## config.mk

```make
export PLATFORM = sky130hd
export DESIGN_NAME = gfba_ctrl
export DESIGN_NICKNAME = d
export VERILOG_FILES = /design/src/hw/rtl/gfba_pkg.sv /design/src/hw/rtl/gfba_ctrl.sv
export SDC_FILE = /design/constraint.sdc
export NUM_CORES = 1
export LEC_CHECK = 0
export BUFFER_PORTS_ARGS = -buffer_cell sky130_fd_sc_hd__buf_2
export CAP_MARGIN = 10
export CORE_AREA = 5 5 42 44
export DETAILED_ROUTE_END_ITERATION = 12
export DIE_AREA = 0 0 47 49
export PLACE_DENSITY = 0.45
export RECOVER_POWER = 25
export SLEW_MARGIN = 40
export SYNTH_ARGS = -nofsm -noshare
export SYNTH_HDL_FRONTEND = slang
export SYNTH_SLANG_ARGS = --single-unit
export TNS_END_PERCENT = 50
```

## constraint.sdc

```tcl
create_clock -name clk -period 1 [get_ports clk]
set_input_delay 0.15 -clock clk [delete_from_list [all_inputs] [get_ports clk]]
set_output_delay 0.15 -clock clk [all_outputs]
set_load 0.01 [all_outputs]
```

## src/hw/rtl/gfba_pkg.sv

```systemverilog
package gfba_pkg;

  localparam int GROUP_SIZE_DEF = 15;
  localparam int NUM_BLOCKS_DEF = 256;

  // fixed field widths
  localparam int BLK_W  = 8;
  localparam int FREE_W = 9;

  typedef enum logic [1:0] {
    ST_IDLE,
    ST_DECIDE,
    ST_SPILL,
    ST_RELOAD
  } state_t;

  typedef enum logic [2:0] {
    ACT_NONE,
    ACT_IGNORE,
    ACT_PUSH,
    ACT_SPILL,
    ACT_POP,
    ACT_RELOAD,
    ACT_TAKE_LAST,
    ACT_FAIL
  } act_t;

  typedef struct packed {
    logic accept;
    act_t act;
    logic spill_en;
    logic reload_en;
  } ctrl_cmd_t;

  typedef struct packed {
    logic is_free;
    logic blk_ok;
    logic head_full;
    logic head_multi;
    logic any_free;
    logic rec_valid;
    logic out_block;
    logic spill_last;
    logic reload_last;
  } dp_stat_t;

endpackage

```

## src/hw/rtl/gfba_ctrl.sv

```systemverilog
module gfba_ctrl (
  input  logic                clk,
  input  logic                rst_n,
  input  logic                in_valid,
  output logic                in_stall,
  input  gfba_pkg::dp_stat_t  stat,
  output gfba_pkg::ctrl_cmd_t cmd
);

  gfba_pkg::state_t state_r, state_nxt;
  gfba_pkg::act_t   act;

  // action for the held request, taken once the result slot is free
  always_comb begin
    act = gfba_pkg::ACT_NONE;
    if (state_r == gfba_pkg::ST_DECIDE && !stat.out_block) begin
      if (stat.is_free) begin
        if (!stat.blk_ok)        act = gfba_pkg::ACT_IGNORE;
        else if (stat.head_full) act = gfba_pkg::ACT_SPILL;
        else                     act = gfba_pkg::ACT_PUSH;
      end else if (stat.head_multi) begin
        act = gfba_pkg::ACT_POP;
      end else if (stat.any_free) begin
        act = stat.rec_valid ? gfba_pkg::ACT_RELOAD : gfba_pkg::ACT_TAKE_LAST;
      end else begin
        act = gfba_pkg::ACT_FAIL;
      end
    end
  end

  always_comb begin
    state_nxt = state_r;
    case (state_r)
      gfba_pkg::ST_IDLE: begin
        if (in_valid) state_nxt = gfba_pkg::ST_DECIDE;
      end
      gfba_pkg::ST_DECIDE: begin
        if (act == gfba_pkg::ACT_SPILL)       state_nxt = gfba_pkg::ST_SPILL;
        else if (act == gfba_pkg::ACT_RELOAD) state_nxt = gfba_pkg::ST_RELOAD;
        else if (act != gfba_pkg::ACT_NONE)   state_nxt = gfba_pkg::ST_IDLE;
      end
      gfba_pkg::ST_SPILL: begin
        if (stat.spill_last) state_nxt = gfba_pkg::ST_IDLE;
      end
      gfba_pkg::ST_RELOAD: begin
        if (stat.reload_last) state_nxt = gfba_pkg::ST_IDLE;
      end
      default: state_nxt = gfba_pkg::ST_IDLE;
    endcase
  end

  always_comb begin
    in_stall      = (state_r != gfba_pkg::ST_IDLE);
    cmd.accept    = (state_r == gfba_pkg::ST_IDLE) && in_valid;
    cmd.act       = act;
    cmd.spill_en  = (state_r == gfba_pkg::ST_SPILL);
    cmd.reload_en = (state_r == gfba_pkg::ST_RELOAD);
  end

  always_ff @(posedge clk) begin
    if (!rst_n) begin
      state_r <= gfba_pkg::ST_IDLE;
    end else begin
      state_r <= state_nxt;
    end
  end

endmodule

```

======== Word-level counts from Yosys, hierarchy flattened ========
Index checks and enable logic that the tools add are counted.
Widths: inputs -> output; s select.
word-level totals
  input bits .............................. 12
  memories kept ........................... 0
  logic and storage cells ................. 31
  RAM bits ................................ 0
  register bits after elaboration ......... 2
  output and inout bits ................... 7
  latch bits .............................. 0
  ROM bits ................................ 0
cells by class
  add/subtract/negate cells ............... 0
  multipliers ............................. 0
  magnitude comparators ................... 0
  divide/modulo/power cells ............... 0
  bitwise logic cells ..................... 0
  mux-type cells .......................... 14
  reduce and logical (&&, ||, !) cells .... 7
  shift-type cells ........................ 0
  eq/ne operators ......................... 9
operators by type and width
  cell                count
  $mux 2              10
  $pmux 2 s4          1
  $mux 3              2
  $ne 2x2->1 const B  3
  $eq 2x2->1 const B  2
  $ne 4x1->1 const B  1
  $reduce_and 4->1    1
  $eq 3x2->1 const B  1
  $eq 3x3->1 const B  1
  $reduce_bool 3->1   1
  $eq 2x1->1 const B  1
  $logic_and 1x1->1   2
  $logic_not 2->1     1
  $reduce_bool 2->1   1
  $logic_not 1->1     1
  $mux 1              1

======== Longest topological paths before layout ========
Gate-level depths: netlist of the first run.
  depth in word-level cells ............... 10
  mapped depth ............................ 3
  gate-level depth less buffers ........... 3

======== Least setup slack after synthesis of the first run ========
Ideal clock, no wire load.
  path type ............................... register -> output
  start ................................... register state_r[0]
  end ..................................... output cmd[3] in the netlist's numbering
  required time ........................... 0.850 ns
  slack ................................... -0.125 ns
  buffers on the path ..................... 0
  stages on the path, launching flop included .. 4
  arrival time ............................ 0.975 ns
  path through ............................ dfxtp_1 -> inv_2 -> or3_1 -> nor2_1
RTL lines
  what                      line             RTL
  start: declaration        gfba_ctrl.sv:10  gfba_pkg::state_t state_r, state_nxt;
  start signal: assignment  gfba_ctrl.sv:62  state_r <= gfba_pkg::ST_IDLE;
  start signal: assignment  gfba_ctrl.sv:64  state_r <= state_nxt;
  end: declaration          gfba_ctrl.sv:7   output gfba_pkg::ctrl_cmd_t cmd

==> run metrics, run 1 <==
CP Capture Type=output port; VDD IR max=0.234 mV; commonest cells after routing, fill and taps aside=buf_2, buf_6, nor2_1, clkbuf_4, buf_4; detailed-route wire length=666 um; DR DRC count=0; CTS tree=built; final core occ=30.4%; Gate power share=34.1%; Switching Fraction=26.9%; dpl cells=67; Post-CTS Hold Buffers=0; # clock sinks=2; synthesized instance count=29; syn_area_per_cell=6.95 um2; Clk pwr share=43.1%; Post-Place Worst Slack=-0.0957 ns; HPWL after DPL=572 um; Leak=0.218 nW; fmax=760 MHz; first-pass GRT wire length=993 um; Starting Density=14.4%; placer congestion estimate=0.705; Antenna Diode Count=0; initial antenna violation count=0; Biggest register=state_r; via/cell ratio=4.14; final worst slack=-0.317 ns; H-Tree Level Count=1; startpoint types=flop; clk slew on worst S/H paths=0.03 ns; Psw=0.108 mW; IO Pins=19; via count=290; RSZ-0062 raised after global routing=true; synth warn=0; final worst-path cycle share=132%; CTS Buf Count=3; R2R depth=4; largest net degree at the start of global routing=7; Yosys cell types=21; worst skew pair latency=0.22 ns; Core Region=1400 um2; Power per Cell Area=943 nW/um2; nets=68; min Tclk post-route=1.32 ns; Die W=47 um; router iterations before antenna repair=1; max reg flops=2; CP required=0.85 ns; Worst Tran Pin Value=0.298 ns; CTS root buffer=clkbuf_4; Largest regs=state_r x2; sequential share of power=22.9%; final cell count without fillers=70; Hold/Removal Path Class=input port to flop; number of global-route vias before repair=289; CP Class=flop to output port; total of max-cap violations=0; status=finished with violations; Total Power Consumption=0.401 mW; register bit total from synthesis=2; Min-Delay Path Depth=3; Total GRT Usage=5.91%; Mapped Area=201 um2; Syn Nets=41; P_int=0.293 mW; share of cells above drive strength 1=63.0%; final hold viol count=0; Area Growth Syn to Fin=111%; part of the Yosys area used for sequential elements=19.9%; die area=2300 um2; WL/cell=9.51 um; number of DRC markers in iteration 0=0; global route total overflow=0; crit path DAT=1.17 ns; endpoints failing setup=7; most common cell after layout, fill and taps aside=buf_2; Die Ht=49 um; relative slew slack=80.1%; skew final=0.00113 ns; Row Count=14; Critical Path Fanout Max=4; remaining antenna violation count after routing=0; failing checks=setup timing; fin. max-slew vios=0; FILL cells=166; Setup Buffers After CTS=0; number of port buffers=18; CTS Buffer Depth=2
Yosys cell counts:
library cell	instances	area, um2
and3_1	2	12.5
nand2_1	2	7.51
nand3b_1	1	7.51
nand3_1	1	5.00
or3_1	1	6.26
inv_2	1	3.75
nor2_1	5	18.8
mux2i_1	1	10.0
o211a_1	1	10.0
and2_2	1	7.51
and2b_2	1	8.76
inv_1	2	7.51
or2_1	1	6.26
dfxtp_1	2	40.0
o22ai_1	1	6.26
a21oi_1	1	5.00
nor3b_2	1	12.5
o31ai_1	1	7.51
a22oi_1	1	7.51
a31oi_1	1	6.26
o21ai_1	1	5.00
worst paths after layout:
check | from | endpoint | slack, ns
max | state_r[1] | cmd[3] | -0.32
min | rst_n | state_r[1] | 0.20
max reg2reg | state_r[0] | state_r[1] | 0.06
min reg2reg | state_r[1] | state_r[0] | 0.64
area by class of cell:
cell class / instances / area [um2] / area share [%]
Clock buffer: 3 / 22.5 / 5.29
Tap cell: 16 / 20.0 / 4.71
Multi-Input combinational cell: 24 / 178 / 41.8
Timing Repair Buffer: 22 / 149 / 35.0
Inverter: 3 / 11.3 / 2.65
Sequential cell: 2 / 45.0 / 10.6
repair_timing:
| item | in CTS | in global routing |
|---|---|---|
| resized for setup | 6 | 2 |
| gates cloned | 0 | 0 |
| pin swaps | 1 | 2 |
| setup endpoints to repair | 7 | 9 |
worst max-delay path, cell delays in order (launching register included):
cell and delay [ns]:
dfxtp_2 0.33, or3_4 0.42, nor2_4 0.09, buf_6 0.10
per-layer routing:
metal	vias to the layer above	GRT usage [%]	routed length, um
met5	-	0	0
met4	0	4.15	0
met3	0	2.58	107
met2	17	8.37	277
met1	115	6.78	280
li1	158	-	-
logic make-up (layout without fill, tap and decap cells):
logic type	Yosys count	after routing	synth area share [%]
and+or+nand+nor	16	16	46.0
AOI/OAI and AO/OA	7	7	23.6
buffers and inverters	3	28	5.59
DFF	2	2	19.9
muxes	1	1	4.97
stage by stage:
step	hold WS [ns]	area [um2]	setup TNS [ns]
5_1_grt	0.215	425	-2.00
2_1_floorplan	0.275	224	-0.000638
6_report	0.197	425	-1.56
3_3_place_gp	0.421	364	-0.220
4_1_cts	0.183	417	-1.63
3_5_place_dp	0.418	364	-0.244
power groups by stage:
| stage | registers, mW | logic, mW | clock network, mW |
|---|---|---|---|
| after floorplan | 0.0938 | 0.0584 | 0 |
| after global placement | 0.0915 | 0.127 | 0 |
| after detailed placement | 0.0916 | 0.126 | 0 |
| after CTS | 0.0913 | 0.135 | 0.189 |
| after global routing | 0.0930 | 0.152 | 0.193 |
| final | 0.0917 | 0.137 | 0.173 |
(Power assumes the default switching activity.)
==> run 2, diff against run 1 <==
--- a/config.mk
+++ b/config.mk
@@ -5,12 +5,13 @@
 export SDC_FILE = /design/constraint.sdc
 export NUM_CORES = 1
 export LEC_CHECK = 0
+export ABC_AREA = 1
 export BUFFER_PORTS_ARGS = -buffer_cell sky130_fd_sc_hd__buf_2
 export CAP_MARGIN = 10
 export CORE_AREA = 5 5 42 44
 export DETAILED_ROUTE_END_ITERATION = 12
 export DIE_AREA = 0 0 47 49
-export PLACE_DENSITY = 0.45
+export PLACE_DENSITY = 0.49
 export RECOVER_POWER = 25
 export SLEW_MARGIN = 40
 export SYNTH_ARGS = -nofsm -noshare
==> run metrics, run 2 <==
status=finished with violations; failing checks=setup timing; DR DRC count=0; syn_area_per_cell=5.03 um2; CP required=0.85 ns; part of the Yosys area used for sequential elements=16.2%; initial antenna violation count=0; number of global-route vias before repair=365; final worst slack=-0.249 ns; total of max-cap violations=0; relative slew slack=76.3%; number of port buffers=18; Total GRT Usage=7.94%; H-Tree Level Count=1; CTS tree=built; worst r2r src=state_r[1]; final worst-path cycle share=125%; Yosys cell types=14; Post-synth EDFFs=0; CP Depth=6; commonest cells after routing, fill and taps aside=buf_2, nand2_1, nor2_1, buf_4, inv_1; Power per Cell Area=1120 nW/um2; prevailing post-synth register cell=dfxtp_1; nets=95; Biggest register=state_r; crit-path max cell delay=0.32 ns; placer congestion estimate=0.709; list of most frequent post-synthesis cells=nand2_1, nor2_1, inv_1; number of DRC markers in iteration 0=3; IO Pins=19; Antenna Diode Count=0; startpoint types=flop; CP Class=flop to output port; CP Cell Sequence=inv_4 -> nand2_4 -> nor2_4 -> nand2_1 -> nor2_2 -> buf_2; via count=412; Post-CTS Hold Buffers=0; Hold/Removal Path Class=input port to flop; Critical Path Fanout Max=4; r2r setup slk=-0.19 ns; cell family with most CP delay=simple AND/OR/NAND/NOR gates; remaining antenna violation count after routing=0; register bit total from synthesis=2; min Tclk post-route=1.25 ns; post-place instance area=405 um2; largest net degree at the start of global routing=8; Worst Tran Pin Value=0.352 ns; endpoints failing setup=9; Starting Density=17.6%; clk slew on worst S/H paths=0.03 ns; Reg2Reg Capture Point=state_r[0]; Die Ht=49 um; VDD IR max=0.625 mV; via/cell ratio=4.25; Yosys top cell by area=nand2_1; crit path DAT=1.10 ns; R2R depth=9; # clock sinks=2; final cell count without fillers=97; first-pass GRT wire length=1370 um; max reg flops=2; most common cell after layout, fill and taps aside=buf_2; HPWL after DPL=644 um; top area cells in the synthesized netlist=nand2_1, nor2_1, dfxtp_1; dpl cells=89; Largest regs=state_r x2; Critical Path End=cmd[2]; fmax=800 MHz; worst skew pair latency=0.23 ns; synthesized instance count=49; post-route cell area=527 um2; area share of the largest cell type after synthesis=21.3%; asr flop ratio synth=0%; RSZ-0062 raised after global routing=true; synth warn=0; final hold viol count=0; CTS Buffer Depth=2; die area=2300 um2; Die W=47 um; Core Region=1400 um2; share of cells above drive strength 1=55.6%; CTS root buffer=clkbuf_4; sum of buffers and inverters on the critical path=2; crit path launch=state_r[1]; fin. max-slew vios=0; CP Capture Type=output port; CTS Buf Count=3; detailed-route wire length=896 um; Row Count=14; router iterations before antenna repair=4; Syn Nets=61; most numerous cell in the Yosys netlist=nand2_1; global route total overflow=0; Leak=0.286 nW; Critical-path top delay cell=dfxtp_2; WL/cell=9.24 um; skew final=0.00408 ns; Area Growth Syn to Fin=114%; Mapped Area=246 um2
-- run 2: cell types whose count changed after synthesis, moves of 2 or more --
cell     change
and3_1       -2
nor2_1       +6
inv_1        +6
a21oi_1      +2
nor2_2       +2
nand2_1     +12
-- run 2: worst min-delay path by stage --
stage	slack, ns	cells after the start	to	from
after floorplan	0.27	1	state_r[1]	rst_n
after CTS	0.14	2	state_r[1]	rst_n
after global routing	0.15	2	state_r[1]	rst_n
after global placement	0.38	2	state_r[1]	rst_n
final	0.15	2	state_r[1]	rst_n
after detailed placement	0.38	2	state_r[1]	rst_n
-- run 2: repair_timing --
action,in CTS,in global routing
setup buffers,4,1
setup endpoints to repair,8,9
pin swaps,0,3
resized for setup,5,11
-- run 2: through the flow --
| step | total power, mW | TNS (ns) | worst slack [ns] | util [%] | hold WS (ns) |
|---|---|---|---|---|---|
| 2_1_floorplan | 0.220 | -0.0482 | -0.0482 | - | 0.268 |
| 3_3_place_gp | 0.328 | -0.328 | -0.123 | 28.9 | 0.378 |
| 3_5_place_dp | 0.327 | -0.342 | -0.144 | 28.9 | 0.376 |
| 4_1_cts | 0.564 | -1.48 | -0.243 | 33.9 | 0.144 |
| 5_1_grt | 0.650 | -2.26 | -0.358 | 37.6 | 0.148 |
| 6_report | 0.592 | -1.55 | -0.249 | 37.6 | 0.149 |
-- run 2: cell type report --
class                           count  area [um2]
Inverter                            8        32.5
Timing Repair Buffer               29         186
Tap cell                           16        20.0
Fill cell                         161         875
Sequential cell                     2        45.0
Clock buffer                        3        22.5
Multi-Input combinational cell     39         220
-- run 2: cell families after synthesis --
kind of cell / share of synthesized area, %
flops: 16.2
buf+inv: 12.2
simple gates: 55.8
compound gates: 15.7
-- run 2: where the power goes --
part | internal, mW | total, mW | switching, mW
Clock | 0.132 | 0.178 | 0.0460
Combinational | 0.157 | 0.301 | 0.144
Sequential | 0.0942 | 0.113 | 0.0191
-- run 2: worst register-to-register path: stages (launching register included) --
cell and delay, ns:
dfxtp_2 0.32, inv_4 0.07, nand3b_1 0.10, buf_6 0.15
nor2_4 0.08, nand2_2 0.07, nand3_2 0.06, nand2_1 0.06
o21ai_1 0.12, nor2_1 0.04
-- run 2: routing by layer --
layer  part of all wire (%)  up-vias  GRT usage [%]
met4                      0        0           1.38
met5                      0        -              0
li1                       -      216              -
met3                     13        0           4.80
met1                     39      176           9.61
met2                     49       20           12.0
